`src/ntc_thermistor_temperature_unit_assert.svh`:
```
`ifndef NTC_THERMISTOR_TEMPERATURE_UNIT_ASSERT_SVH
`define NTC_THERMISTOR_TEMPERATURE_UNIT_ASSERT_SVH

// Same-cycle implication, checked outside reset.
`define NTCT_ASSERT_NOW(label, clk, rst_n, ante, cons, msg) \
	label: assert property (@(posedge clk) disable iff (!rst_n) (ante) |-> (cons)) \
		else $error(msg);

// Next-cycle implication, checked outside reset.
`define NTCT_ASSERT_NEXT(label, clk, rst_n, ante, cons, msg) \
	label: assert property (@(posedge clk) disable iff (!rst_n) (ante) |=> (cons)) \
		else $error(msg);

`endif

```
`src/ntct_pkg.sv`:
```
`default_nettype none

package ntct_pkg;

	localparam int TABLE_ENTRIES  = 101;
	localparam int ADC_FULL_SCALE = 4096;
	localparam int CODE_W         = 12;
	localparam int SER_W          = 16;
	localparam int RES_W          = 28;
	localparam int DEN_W          = 13;
	localparam int TAB_W          = 18;
	localparam int IDX_W          = 7;
	localparam int ALU_W          = 29;
	localparam int CNT_W          = 5;
	localparam int TEMP_W         = 8;
	localparam int STAT_W         = 2;

	localparam logic [IDX_W-1:0]  LAST_IDX   = IDX_W'(TABLE_ENTRIES - 1);
	localparam logic [TEMP_W-1:0] COLDEST_C  = 8'd30;
	localparam logic [SER_W-1:0]  SER_RESET  = 16'd10000;
	localparam logic [CNT_W-1:0]  MUL_STEPS  = CNT_W'(CODE_W - 1);
	localparam logic [CNT_W-1:0]  DIV_STEPS  = CNT_W'(RES_W - 1);

	localparam logic [STAT_W-1:0] ST_IN_RANGE = 2'd0;
	localparam logic [STAT_W-1:0] ST_COLD     = 2'd1;
	localparam logic [STAT_W-1:0] ST_HOT      = 2'd2;

	typedef enum logic [2:0] {
		S_IDLE,
		S_MUL,
		S_DIV,
		S_SRCH,
		S_FIN
	} state_t;

	typedef enum logic {
		ALU_ADD,
		ALU_SUB
	} alu_op_t;

	typedef struct packed {
		alu_op_t          op;
		logic [ALU_W-1:0] a;
		logic [ALU_W-1:0] b;
	} alu_ctl_t;

	typedef struct packed {
		logic [ALU_W-1:0] sum;
		logic             ge;
	} alu_res_t;

	// Thermistor resistance in ohms, one entry per degree from -30 C up.
	function automatic logic [TAB_W-1:0] res_table(input logic [IDX_W-1:0] idx);
		logic [TAB_W-1:0] v;
		case (idx)
			7'd0:   v = 18'd177370;  7'd1:   v = 18'd166660;  7'd2:   v = 18'd156670;
			7'd3:   v = 18'd147340;  7'd4:   v = 18'd138630;  7'd5:   v = 18'd130490;
			7'd6:   v = 18'd122880;  7'd7:   v = 18'd115760;  7'd8:   v = 18'd109100;
			7'd9:   v = 18'd102860;  7'd10:  v = 18'd97026;   7'd11:  v = 18'd91554;
			7'd12:  v = 18'd86425;   7'd13:  v = 18'd81616;   7'd14:  v = 18'd77104;
			7'd15:  v = 18'd72869;   7'd16:  v = 18'd68893;   7'd17:  v = 18'd65159;
			7'd18:  v = 18'd61650;   7'd19:  v = 18'd58351;   7'd20:  v = 18'd55249;
			7'd21:  v = 18'd52330;   7'd22:  v = 18'd49584;   7'd23:  v = 18'd46998;
			7'd24:  v = 18'd44562;   7'd25:  v = 18'd42268;   7'd26:  v = 18'd40105;
			7'd27:  v = 18'd38065;   7'd28:  v = 18'd36142;   7'd29:  v = 18'd34327;
			7'd30:  v = 18'd32614;   7'd31:  v = 18'd30996;   7'd32:  v = 18'd29468;
			7'd33:  v = 18'd28025;   7'd34:  v = 18'd26660;   7'd35:  v = 18'd25370;
			7'd36:  v = 18'd24150;   7'd37:  v = 18'd22995;   7'd38:  v = 18'd21902;
			7'd39:  v = 18'd20868;   7'd40:  v = 18'd19888;   7'd41:  v = 18'd18960;
			7'd42:  v = 18'd18080;   7'd43:  v = 18'd17246;   7'd44:  v = 18'd16456;
			7'd45:  v = 18'd15706;   7'd46:  v = 18'd14994;   7'd47:  v = 18'd14319;
			7'd48:  v = 18'd13677;   7'd49:  v = 18'd13069;   7'd50:  v = 18'd12490;
			7'd51:  v = 18'd11940;   7'd52:  v = 18'd11418;   7'd53:  v = 18'd10921;
			7'd54:  v = 18'd10449;   7'd55:  v = 18'd10000;   7'd56:  v = 18'd9572;
			7'd57:  v = 18'd9165;    7'd58:  v = 18'd8777;    7'd59:  v = 18'd8408;
			7'd60:  v = 18'd8057;    7'd61:  v = 18'd7722;    7'd62:  v = 18'd7403;
			7'd63:  v = 18'd7099;    7'd64:  v = 18'd6808;    7'd65:  v = 18'd6532;
			7'd66:  v = 18'd6268;    7'd67:  v = 18'd6016;    7'd68:  v = 18'd5775;
			7'd69:  v = 18'd5545;    7'd70:  v = 18'd5326;    7'd71:  v = 18'd5117;
			7'd72:  v = 18'd4916;    7'd73:  v = 18'd4725;    7'd74:  v = 18'd4542;
			7'd75:  v = 18'd4368;    7'd76:  v = 18'd4200;    7'd77:  v = 18'd4040;
			7'd78:  v = 18'd3887;    7'd79:  v = 18'd3741;    7'd80:  v = 18'd3601;
			7'd81:  v = 18'd3467;    7'd82:  v = 18'd3338;    7'd83:  v = 18'd3215;
			7'd84:  v = 18'd3097;    7'd85:  v = 18'd2984;    7'd86:  v = 18'd2876;
			7'd87:  v = 18'd2772;    7'd88:  v = 18'd2672;    7'd89:  v = 18'd2577;
			7'd90:  v = 18'd2485;    7'd91:  v = 18'd2397;    7'd92:  v = 18'd2313;
			7'd93:  v = 18'd2232;    7'd94:  v = 18'd2154;    7'd95:  v = 18'd2080;
			7'd96:  v = 18'd2008;    7'd97:  v = 18'd1939;    7'd98:  v = 18'd1873;
			7'd99:  v = 18'd1809;    7'd100: v = 18'd1748;
			default: v = '0;
		endcase
		return v;
	endfunction

endpackage

`default_nettype wire

```
`src/ntct_addsub.sv`:
```
`default_nettype none

module ntct_addsub (
	input  ntct_pkg::alu_ctl_t ctl,
	output ntct_pkg::alu_res_t res
);

	logic [ntct_pkg::ALU_W:0]   full;
	logic [ntct_pkg::ALU_W-1:0] b_eff;
	logic                       cin;

	always_comb begin
		cin   = (ctl.op == ntct_pkg::ALU_SUB);
		b_eff = cin ? ~ctl.b : ctl.b;
		full  = {1'b0, ctl.a} + {1'b0, b_eff} + {{ntct_pkg::ALU_W{1'b0}}, cin};
		res.sum = full[ntct_pkg::ALU_W-1:0];
		// For a subtract, carry out set means a >= b.
		res.ge  = full[ntct_pkg::ALU_W];
	end

endmodule

`default_nettype wire

```
`src/ntc_thermistor_temperature_unit.sv`:
```
// Channel   Dir  Payload (lowest bit first)
// s_axis    in   s_tdata[11:0] ntc_code, [15:12] zero
// m_axis    out  m_tdata[7:0] temperature_c, [35:8] resistance_ohms,
//                [37:36] range_status, [39:38] zero
// cfg       in   cfg_data[15:0] series_resistance_ohms
//
// Each item is accepted, then runs 12 shift-add multiply steps, 28 restoring
// divide steps, six or seven binary table search steps, a step in which the
// search bounds meet and one final compare, all through the single shared
// 29-bit adder/subtractor.
// Reset clears the control state and loads the series resistor with 10000.
// A waiting result does not block acceptance of the next item; the final step
// holds only while a previous result is still not taken.
`default_nettype none

module ntc_thermistor_temperature_unit (
	input  wire logic        clk,
	input  wire logic        arst_n,
	input  wire logic        s_tvalid,
	output      logic        s_tready,
	input  wire logic [15:0] s_tdata,   // ntc_code[11:0], zero fill
	output      logic        m_tvalid,
	input  wire logic        m_tready,
	output      logic [39:0] m_tdata,   // temperature_c, resistance_ohms, range_status
	input  wire logic        cfg_valid,
	output      logic        cfg_ready,
	input  wire logic [15:0] cfg_data
);

	`include "ntc_thermistor_temperature_unit_assert.svh"

	ntct_pkg::state_t state_q, state_d;

	logic [ntct_pkg::SER_W-1:0]  ser_q;
	logic [ntct_pkg::CODE_W-1:0] code_q;
	logic [ntct_pkg::RES_W-1:0]  acc_q;
	logic [ntct_pkg::DEN_W-1:0]  rem_q;
	logic [ntct_pkg::DEN_W-1:0]  den_q;
	logic [ntct_pkg::CNT_W-1:0]  cnt_q;
	logic [ntct_pkg::IDX_W-1:0]  lo_q, hi_q;

	logic                         out_valid_q;
	logic [ntct_pkg::TEMP_W-1:0]  out_temp_q;
	logic [ntct_pkg::RES_W-1:0]   out_res_q;
	logic [ntct_pkg::STAT_W-1:0]  out_stat_q;

	ntct_pkg::alu_ctl_t alu_ctl;
	ntct_pkg::alu_res_t alu_res;

	logic [ntct_pkg::IDX_W:0]     mid_sum;
	logic [ntct_pkg::IDX_W-1:0]   mid;
	logic [ntct_pkg::IDX_W-1:0]   tab_idx;
	logic [ntct_pkg::TAB_W-1:0]   tab_val;
	logic                         in_acc;
	logic                         out_free;
	logic                         fin_load;
	logic [ntct_pkg::STAT_W-1:0]  fin_stat;

	assign s_tready  = (state_q == ntct_pkg::S_IDLE);
	assign in_acc    = s_tvalid && s_tready;
	assign out_free  = !out_valid_q || m_tready;
	assign fin_load  = (state_q == ntct_pkg::S_FIN) && out_free;
	assign cfg_ready = 1'b1;

	assign mid_sum = {1'b0, lo_q} + {1'b0, hi_q};
	assign mid     = mid_sum[ntct_pkg::IDX_W:1];
	assign tab_idx = (state_q == ntct_pkg::S_FIN) ? lo_q : mid;
	assign tab_val = ntct_pkg::res_table(tab_idx);

	always_comb begin
		alu_ctl.op = ntct_pkg::ALU_SUB;
		alu_ctl.a  = '0;
		alu_ctl.b  = '0;
		case (state_q)
			ntct_pkg::S_MUL: begin
				alu_ctl.op = ntct_pkg::ALU_ADD;
				alu_ctl.a  = {1'b0, acc_q[ntct_pkg::RES_W-2:0], 1'b0};
				alu_ctl.b  = {13'd0, code_q[ntct_pkg::CODE_W-1] ? ser_q : 16'd0};
			end
			ntct_pkg::S_DIV: begin
				alu_ctl.a = {15'd0, rem_q, acc_q[ntct_pkg::RES_W-1]};
				alu_ctl.b = {16'd0, den_q};
			end
			ntct_pkg::S_SRCH, ntct_pkg::S_FIN: begin
				alu_ctl.a = {1'b0, acc_q};
				alu_ctl.b = {11'd0, tab_val};
			end
			default: begin
				alu_ctl.a = '0;
			end
		endcase
	end

	ntct_addsub u_addsub (
		.ctl (alu_ctl),
		.res (alu_res)
	);

	// The search never lands on the last entry as a midpoint, so the final
	// compare decides whether the resistance fell below the whole table.
	always_comb begin
		if (lo_q == '0) begin
			fin_stat = ntct_pkg::ST_COLD;
		end else if (lo_q == ntct_pkg::LAST_IDX && !alu_res.ge) begin
			fin_stat = ntct_pkg::ST_HOT;
		end else begin
			fin_stat = ntct_pkg::ST_IN_RANGE;
		end
	end

	always_comb begin
		state_d = state_q;
		case (state_q)
			ntct_pkg::S_IDLE: begin
				if (in_acc) state_d = ntct_pkg::S_MUL;
			end
			ntct_pkg::S_MUL: begin
				if (cnt_q == '0) state_d = ntct_pkg::S_DIV;
			end
			ntct_pkg::S_DIV: begin
				if (cnt_q == '0) state_d = ntct_pkg::S_SRCH;
			end
			ntct_pkg::S_SRCH: begin
				if (lo_q == hi_q) state_d = ntct_pkg::S_FIN;
			end
			ntct_pkg::S_FIN: begin
				if (out_free) state_d = ntct_pkg::S_IDLE;
			end
			default: begin
				state_d = ntct_pkg::S_IDLE;
			end
		endcase
	end

	always_ff @(posedge clk or negedge arst_n) begin
		if (!arst_n) begin
			state_q     <= ntct_pkg::S_IDLE;
			ser_q       <= ntct_pkg::SER_RESET;
			out_valid_q <= 1'b0;
		end else begin
			state_q <= state_d;
			if (cfg_valid && cfg_ready) ser_q <= cfg_data;
			if (fin_load) begin
				out_valid_q <= 1'b1;
			end else if (m_tready) begin
				out_valid_q <= 1'b0;
			end
		end
	end

	always_ff @(posedge clk) begin
		case (state_q)
			ntct_pkg::S_IDLE: begin
				code_q <= s_tdata[ntct_pkg::CODE_W-1:0];
				den_q  <= ntct_pkg::DEN_W'(ntct_pkg::ADC_FULL_SCALE)
					- {1'b0, s_tdata[ntct_pkg::CODE_W-1:0]};
				acc_q  <= '0;
				cnt_q  <= ntct_pkg::MUL_STEPS;
			end
			ntct_pkg::S_MUL: begin
				acc_q  <= alu_res.sum[ntct_pkg::RES_W-1:0];
				code_q <= {code_q[ntct_pkg::CODE_W-2:0], 1'b0};
				rem_q  <= '0;
				cnt_q  <= (cnt_q == '0) ? ntct_pkg::DIV_STEPS : cnt_q - 1'b1;
			end
			ntct_pkg::S_DIV: begin
				if (alu_res.ge) rem_q <= alu_res.sum[ntct_pkg::DEN_W-1:0];
				else rem_q <= {rem_q[ntct_pkg::DEN_W-2:0], acc_q[ntct_pkg::RES_W-1]};
				acc_q <= {acc_q[ntct_pkg::RES_W-2:0], alu_res.ge};
				cnt_q <= cnt_q - 1'b1;
				lo_q  <= '0;
				hi_q  <= ntct_pkg::LAST_IDX;
			end
			ntct_pkg::S_SRCH: begin
				if (lo_q != hi_q) begin
					if (alu_res.ge) hi_q <= mid;
					else lo_q <= mid + 1'b1;
				end
			end
			default: begin
				cnt_q <= cnt_q;
			end
		endcase
		if (fin_load) begin
			out_temp_q <= {1'b0, lo_q} - ntct_pkg::COLDEST_C;
			out_res_q  <= acc_q;
			out_stat_q <= fin_stat;
		end
	end

	assign m_tvalid = out_valid_q;
	assign m_tdata  = {2'b00, out_stat_q, out_res_q, out_temp_q};

	`NTCT_ASSERT_NEXT(a_accept_starts, clk, arst_n, in_acc, state_q == ntct_pkg::S_MUL, "accepted item did not start the multiply")
	`NTCT_ASSERT_NOW(a_div_rem, clk, arst_n, state_q == ntct_pkg::S_DIV, rem_q < den_q, "division remainder not below divisor")
	`NTCT_ASSERT_NOW(a_search_order, clk, arst_n, state_q == ntct_pkg::S_SRCH, lo_q <= hi_q && hi_q <= ntct_pkg::LAST_IDX, "search bounds crossed")
	`NTCT_ASSERT_NOW(a_clamp_temp, clk, arst_n, m_tvalid && out_stat_q != ntct_pkg::ST_IN_RANGE, out_temp_q == 8'sd70 || out_temp_q == 8'hE2, "clamped result has an inner temperature")

endmodule

`default_nettype wire
```
`config.mk`:
```
export PLATFORM = sky130hd
export DESIGN_NAME = ntc_thermistor_temperature_unit
export DESIGN_NICKNAME = d
export VERILOG_FILES = /design/src/ntct_pkg.sv /design/src/ntct_addsub.sv /design/src/ntc_thermistor_temperature_unit.sv
export VERILOG_INCLUDE_DIRS = /design/src /design/src/src
export SDC_FILE = /design/constraint.sdc
export NUM_CORES = 1
export LEC_CHECK = 0
export BUFFER_PORTS_ARGS = -buffer_cell sky130_fd_sc_hd__buf_2
export CORE_ASPECT_RATIO = 0.75
export CORE_UTILIZATION = 60
export DETAILED_ROUTE_END_ITERATION = 12
export PLACE_DENSITY_LB_ADDON = 0.1
export SLEW_MARGIN = 10
export SYNTH_ARGS = -nofsm -noshare
export SYNTH_HDL_FRONTEND = slang
export SYNTH_HIERARCHICAL = 1
export SYNTH_SLANG_ARGS = --single-unit
```
`constraint.sdc`:
```
create_clock -name clk -period 16.9 [get_ports clk]
set_clock_uncertainty 0.2 [all_clocks]
set_input_delay 2.535 -clock clk [delete_from_list [all_inputs] [get_ports clk]]
set_output_delay 2.535 -clock clk [all_outputs]
set_load 0.02 [all_outputs]
```
==> qor_table.md, run 1 <==
| Quantity | Value |
| --- | --- |
| Net total in the final layout | 1,295 |
| Port buffer count | 72 |
| Count of unresolved DRC violations after routing | 0 |
| Endpoint, Worst Hold | ser_q[12] |
| Number of H-tree levels | 4 |
| Vias per Instance | 6.84 |
| Routed length per instance | 22.1 µm |
| I/O Pins | 80 |
| Library cell appearing most often on the critical path | sky130_fd_sc_hd__ha_1 |
| Shortest clock period the worst path allows after layout | 8.41 ns |
| Total instance count after detailed placement | 1,429 |
| Outcome | finished, final reports clean |
| Worst Max-Slew Pin Slew | 1.16 ns |
| Deepest clock path buffer count | 2 |
| Biggest cell delay along the critical path | 0.71 ns |
| Slew headroom | 0.226 |
| Area used by sequential logic in the layout | 0.00420 mm² |
| Post-synth design cell area | 0.0113 mm² |
| Area of the core | 0.0185 mm² |
| Overall die width | 160 µm |
| FMAX | 119 MHz |
| Yosys warnings | 6 |
| Clock Pin Slew Worst Setup and Hold Paths | 0.07 ns |
| Arrival time reported for the critical path endpoint | 8.28 ns |
| Crit path max-delay family | compound AO/OA/AOI/OAI gates |
| Combined area of the multi-input logic cells | 0.00662 mm² |
| Worst flop-to-flop path startpoint | lo_q[0] |
| Fillers | 1,537 |
| Number of antenna cells inserted | 0 |
| Setup total negative slack | 0 ns |
| Share of layout cells above drive strength 1 | 0.163 |
| Global-route wire length before repair | 50,100 µm |
| Worst R2R Path Depth | 22 |
| Type of element launching the critical path | flip-flop |
| Hold Crit Start | ser_q[12] |
| Initial DRC Count | 1,317 |
| Kind of end point of the critical path | flip-flop |
| Number of setup violations in the final report | 0 |
| Number of buffers added by the clock tree synthesis step | 17 |
| Final standard cell count with taps included and fillers excluded | 1,461 |
| Clock Tree Root | sky130_fd_sc_hd__clkbuf_16 |
| Post-detailed-route count of antenna-violating nets | 0 |
| Class of the most critical hold timing path | flip-flop to flip-flop |
| Reg-to-Reg End | lo_q[1] |
| Synthesis-to-finish area growth | 8.77% |
| Series of cell instances along the critical path | ha_1 -> fa_1 -> nand2_1 -> nand2_1 -> clkinv_1 -> ha_1 -> inv_1 -> mux2i_1 -> a221oi_2 -> a211oi_1 -> a221oi_2 -> o211ai_1 -> xor2_1 -> ha_1 -> and4_1 -> a211o_1 -> nor3_4 -> nor2_1 -> a21oi_1 -> o21ai_2 -> buf_4 -> a21oi_1 |
| Final cycle utilization of the critical path | 0.498 |
| Critical path start-end classification | flip-flop to flip-flop |
| Gate count after technology mapping | 1,178 |
| Global route total overflow | 0 |
| Post-CTS setup buffer count | 0 |
| Hold path cells | 1 |
| DR vias | 9,995 |
| Die Height | 121 µm |
| Max-cap violations | 0 |
| Clock tree from TritonCTS | done |
| GRT Total Usage | 0.338 |
| Syn avg cell area | 9.57 µm² |
| Count of hold-fix buffers inserted at cts | 0 |
| Critical Path Fanout Max | 17 |
| Setup repair after global routing missed its margin | false |
| Total number of placement rows | 43 |
| Starting utilization of the core area | 0.611 |
| Reg-to-reg setup timing slack | 8.49 ns |
| Number of antenna violations at the first check in global routing | 0 |
| Final hold violation count | 0 |
| Die area | 0.0193 mm² |
| Worst-skew pair later-pin latency | 0.44 ns |
| Maximum number of pins on one net before global-route repair | 59 |
| Total Wirelength | 32,300 µm |
| Number of global-route vias before repair | 8,832 |
| Sink count of the clock tree | 143 |
| Detailed Routing Iterations Pass 1 | 5 |
| Critical path buffers and inverters | 3 |
| Gp weighted congestion | 0.973 |
| Required time of the critical path | 16.77 ns |
| Final slew viol count | 0 |
| Sum of net half-perimeters after detailed placement | 22,700 µm |
| Max stage delay cell, worst path | sky130_fd_sc_hd__fa_1 |
| Number of instances resized during post-cts repair | 0 |
==> how the worst max path moves through the flow <==
| stage | startpoint | endpoint | cells past startpoint |
|---|---|---|---|
| floorplan | lo_q[0] | hi_q[0] | 26 |
| global placement | lo_q[0] | lo_q[1] | 22 |
| detailed placement | lo_q[0] | lo_q[1] | 22 |
| CTS | lo_q[0] | lo_q[1] | 22 |
| global route | lo_q[0] | lo_q[1] | 22 |
| finish | lo_q[0] | lo_q[1] | 22 |
==> placed cells by master (no fill, tap or decap), types with 14 or more instances in the layout <==
master	n
sky130_fd_sc_hd__a21oi_1	71
sky130_fd_sc_hd__a211oi_1	33
sky130_fd_sc_hd__conb_1	15
sky130_fd_sc_hd__inv_1	18
sky130_fd_sc_hd__buf_2	72
sky130_fd_sc_hd__ha_1	55
sky130_fd_sc_hd__a31oi_1	14
sky130_fd_sc_hd__edfxtp_1	123
sky130_fd_sc_hd__o21ai_0	63
sky130_fd_sc_hd__buf_4	15
sky130_fd_sc_hd__nand3_1	28
sky130_fd_sc_hd__mux2_2	30
sky130_fd_sc_hd__a22o_1	46
sky130_fd_sc_hd__mux2i_1	28
sky130_fd_sc_hd__xnor2_1	35
sky130_fd_sc_hd__nor3_1	18
sky130_fd_sc_hd__nand2_1	84
sky130_fd_sc_hd__xor2_1	46
sky130_fd_sc_hd__a21o_1	24
sky130_fd_sc_hd__nor2_1	90
sky130_fd_sc_hd__clkbuf_16	17
sky130_fd_sc_hd__dfrtp_1	15
sky130_fd_sc_hd__o211ai_1	19
==> per-stage QoR <==
stage | hold WS [ns] | setup slack, ns | utilization | area (µm²)
2_1_floorplan | 0.274 | 10.24 | - | 11300
3_5_place_dp | 0.301 | 8.87 | 0.633 | 11700
6_report | 0.315 | 8.49 | 0.664 | 12300
5_1_grt | 0.327 | 8.30 | 0.664 | 12300
4_1_cts | 0.315 | 8.80 | 0.664 | 12300
3_3_place_gp | 0.292 | 8.93 | 0.633 | 11700
==> state kept, by name (all words and copies together) (netlist names), 2 cells and up <==
name	count
acc_q	28
out_res_q	28
ser_q	16
den_q	13
rem_q	13
code_q	12
out_temp_q	8
hi_q	7
lo_q	7
cnt_q	5
state_q	3
out_stat_q	2
==> routing by layer <==
metal	share of wire	track usage	up-vias
met3	0.12	0.0792	61
met1	0.46	0.524	4755
met2	0.40	0.458	629
met5	0	0	-
li1	-	-	4550
met4	0.020	0.101	0
==> area by class of cell <==
class,instances,area share
Inverter,21,0.00643
Clock inverter,14,0.0118
Sequential cell,143,0.343
Timing Repair Buffer,87,0.0386
Tap cell,247,0.0252
Multi-Input combinational cell,931,0.540
Clock buffer,18,0.0350
Power of run 1 is left out: the tool's default activity adds up to more than one toggle a clock period on the data nets, which glitch-free logic cannot reach.
==> inputs of run 2 (changes only) <==
clock period = 8.62 ns   (was 16.9 ns; I/O delays follow)
==> run 2 against run 1 <==
Routed wire length grew 2.3%. Critical path depth shrank 2. Highest routed layer unchanged. Via count is essentially flat. Worst hold slack lost 0.0082 ns. Critical endpoint is now hi_q[3]. Non-clock buffer count grew 6.
==> qor_table.md, run 2 (synthesis results as in run 1) <==
| Quantity | Value |
| --- | --- |
| Slew headroom | 0.232 |
| GRT Total Usage | 0.347 |
| Required time of the critical path | 8.47 ns |
| Total number of placement rows | 43 |
| Clock Tree Root | sky130_fd_sc_hd__clkbuf_16 |
| Clock Pin Slew Worst Setup and Hold Paths | 0.06 ns |
| Final slew viol count | 0 |
| Final hold violation count | 0 |
| Outcome | finished, final reports clean |
| Max-cap violations | 0 |
| Port buffer count | 72 |
| Biggest cell delay along the critical path | 0.99 ns |
| Number of buffers added by the clock tree synthesis step | 17 |
| Global route total overflow | 0 |
| Sink count of the clock tree | 143 |
| DR vias | 10,000 |
| Number of global-route vias before repair | 9,059 |
| Number of setup violations in the final report | 0 |
| PnR worst setup slack | 0.914 ns |
| Critical path buffers and inverters | 1 |
| Leading cell types in the layout, fill and taps excluded | sky130_fd_sc_hd__edfxtp_1 (123), sky130_fd_sc_hd__nor2_1 (90), sky130_fd_sc_hd__nand2_1 (84), sky130_fd_sc_hd__buf_2 (72), sky130_fd_sc_hd__a21oi_1 (71) |
| Die Height | 121 µm |
| Starting utilization of the core area | 0.611 |
| Share of layout cells above drive strength 1 | 0.165 |
| Number of antenna violations at the first check in global routing | 0 |
| Series of cell instances along the critical path | nor3b_4 -> nor2_1 -> a21oi_2 -> buf_4 -> ha_1 -> nor2_1 -> nor2_1 -> a221o_1 -> o211ai_1 -> nand4_1 -> xor2_1 -> ha_1 -> o21a_1 -> o211ai_1 -> a21o_1 -> nor2_1 -> a21oi_1 -> o21ai_2 -> a21oi_1 -> a31oi_1 |
| Global-route wire length before repair | 51,500 µm |
| Class of the most critical hold timing path | flip-flop to flip-flop |
| Clock tree from TritonCTS | done |
| FMAX | 130 MHz |
| Critical Path Fanout Max | 24 |
| Initial DRC Count | 1,402 |
| Max stage delay cell, worst path | sky130_fd_sc_hd__dfrtp_1 |
| Number of antenna cells inserted | 0 |
| Worst-skew pair later-pin latency | 0.43 ns |
| Routed length per instance | 22.6 µm |
| Number of instances resized during post-cts repair | 0 |
| Maximum number of pins on one net before global-route repair | 59 |
| Overall die width | 160 µm |
| Setup repair after global routing missed its margin | false |
| Deepest clock path buffer count | 2 |
| Area of the core | 0.0185 mm² |
| Post-CTS setup buffer count | 0 |
| Count of unresolved DRC violations after routing | 0 |
| Registers with the highest flip-flop counts | acc_q x28, out_res_q x28, ser_q x16 |
| Post-placement worst setup slack | 1.19 ns |
| Commonest non-fill, non-tap cell in the layout | sky130_fd_sc_hd__edfxtp_1 |
| Total Wirelength | 33,100 µm |
| Post-route worst hold slack | 0.307 ns |
| Critical path start-end classification | flip-flop to flip-flop |
| Net total in the final layout | 1,301 |
| Detailed Routing Iterations Pass 1 | 5 |
| Synthesis-to-finish area growth | 8.96% |
| Gp weighted congestion | 0.972 |
| Shortest clock period the worst path allows after layout | 7.71 ns |
| Number of H-tree levels | 4 |
| Worst Max-Slew Pin Slew | 1.15 ns |
| Library cell appearing most often on the critical path | sky130_fd_sc_hd__nor2_1 |
| Crit path max-delay family | compound AO/OA/AOI/OAI gates |
| Vias per Instance | 6.82 |
| Final cycle utilization of the critical path | 0.894 |
| Sum of net half-perimeters after detailed placement | 23,300 µm |
| Arrival time reported for the critical path endpoint | 7.56 ns |
| I/O Pins | 80 |
| Post-detailed-route count of antenna-violating nets | 0 |
| Die area | 0.0193 mm² |
| Count of hold-fix buffers inserted at cts | 0 |
| Setup total negative slack | 0 ns |
| Kind of end point of the critical path | flip-flop |
| Type of element launching the critical path | flip-flop |
-- run 2: cell count changes in the layout (fill, tap and decap cells not counted) --
cell	previous run	this run
sky130_fd_sc_hd__buf_4	15	21
sky130_fd_sc_hd__clkbuf_1	1	4
sky130_fd_sc_hd__clkinv_4	1	0
sky130_fd_sc_hd__clkinvlp_4	2	5
sky130_fd_sc_hd__inv_6	6	3
sky130_fd_sc_hd__inv_8	3	1
-- run 2: stage by stage --
stage | util | instances | instance area, µm²
floorplan | - | 1191 | 11300
finish | 0.665 | 1467 | 12300
global route | 0.665 | 1467 | 12300
global placement | 0.636 | 1435 | 11700
CTS | 0.665 | 1467 | 12300
detailed placement | 0.636 | 1435 | 11700
-- run 2: layer usage --
metal	GRT usage	vias to the layer above	part of all wire
met3	0.0834	62	0.12
li1	-	4554	-
met4	0.120	0	0.023
met5	0	-	0
met1	0.525	4734	0.45
met2	0.477	652	0.40
-- run 2: cell type report --
class                           instances  area (µm²)
Clock buffer                           21         440
Timing Repair Buffer                   93         518
Fill cell                            1485        6170
Clock inverter                         11         110
Tap cell                              247         309
Multi-Input combinational cell        931        6620
Inverter                               21        78.8
Sequential cell                       143        4200
-- run 2: worst paths after layout --
check	startpoint	depth (start not counted)	slack (ns)	to
setup / recovery	state_q[2]	20	0.91	hi_q[3]
hold / removal	ser_q[3]	1	0.31	ser_q[3]
setup reg to reg	state_q[2]	20	0.91	hi_q[3]
hold reg to reg	ser_q[3]	1	0.31	ser_q[3]
max in group asynchronous	arst_n	1	7.23	ser_q[13]
min in group asynchronous	arst_n	1	0.63	ser_q[3]
Power of run 2 is left out for the same reason.
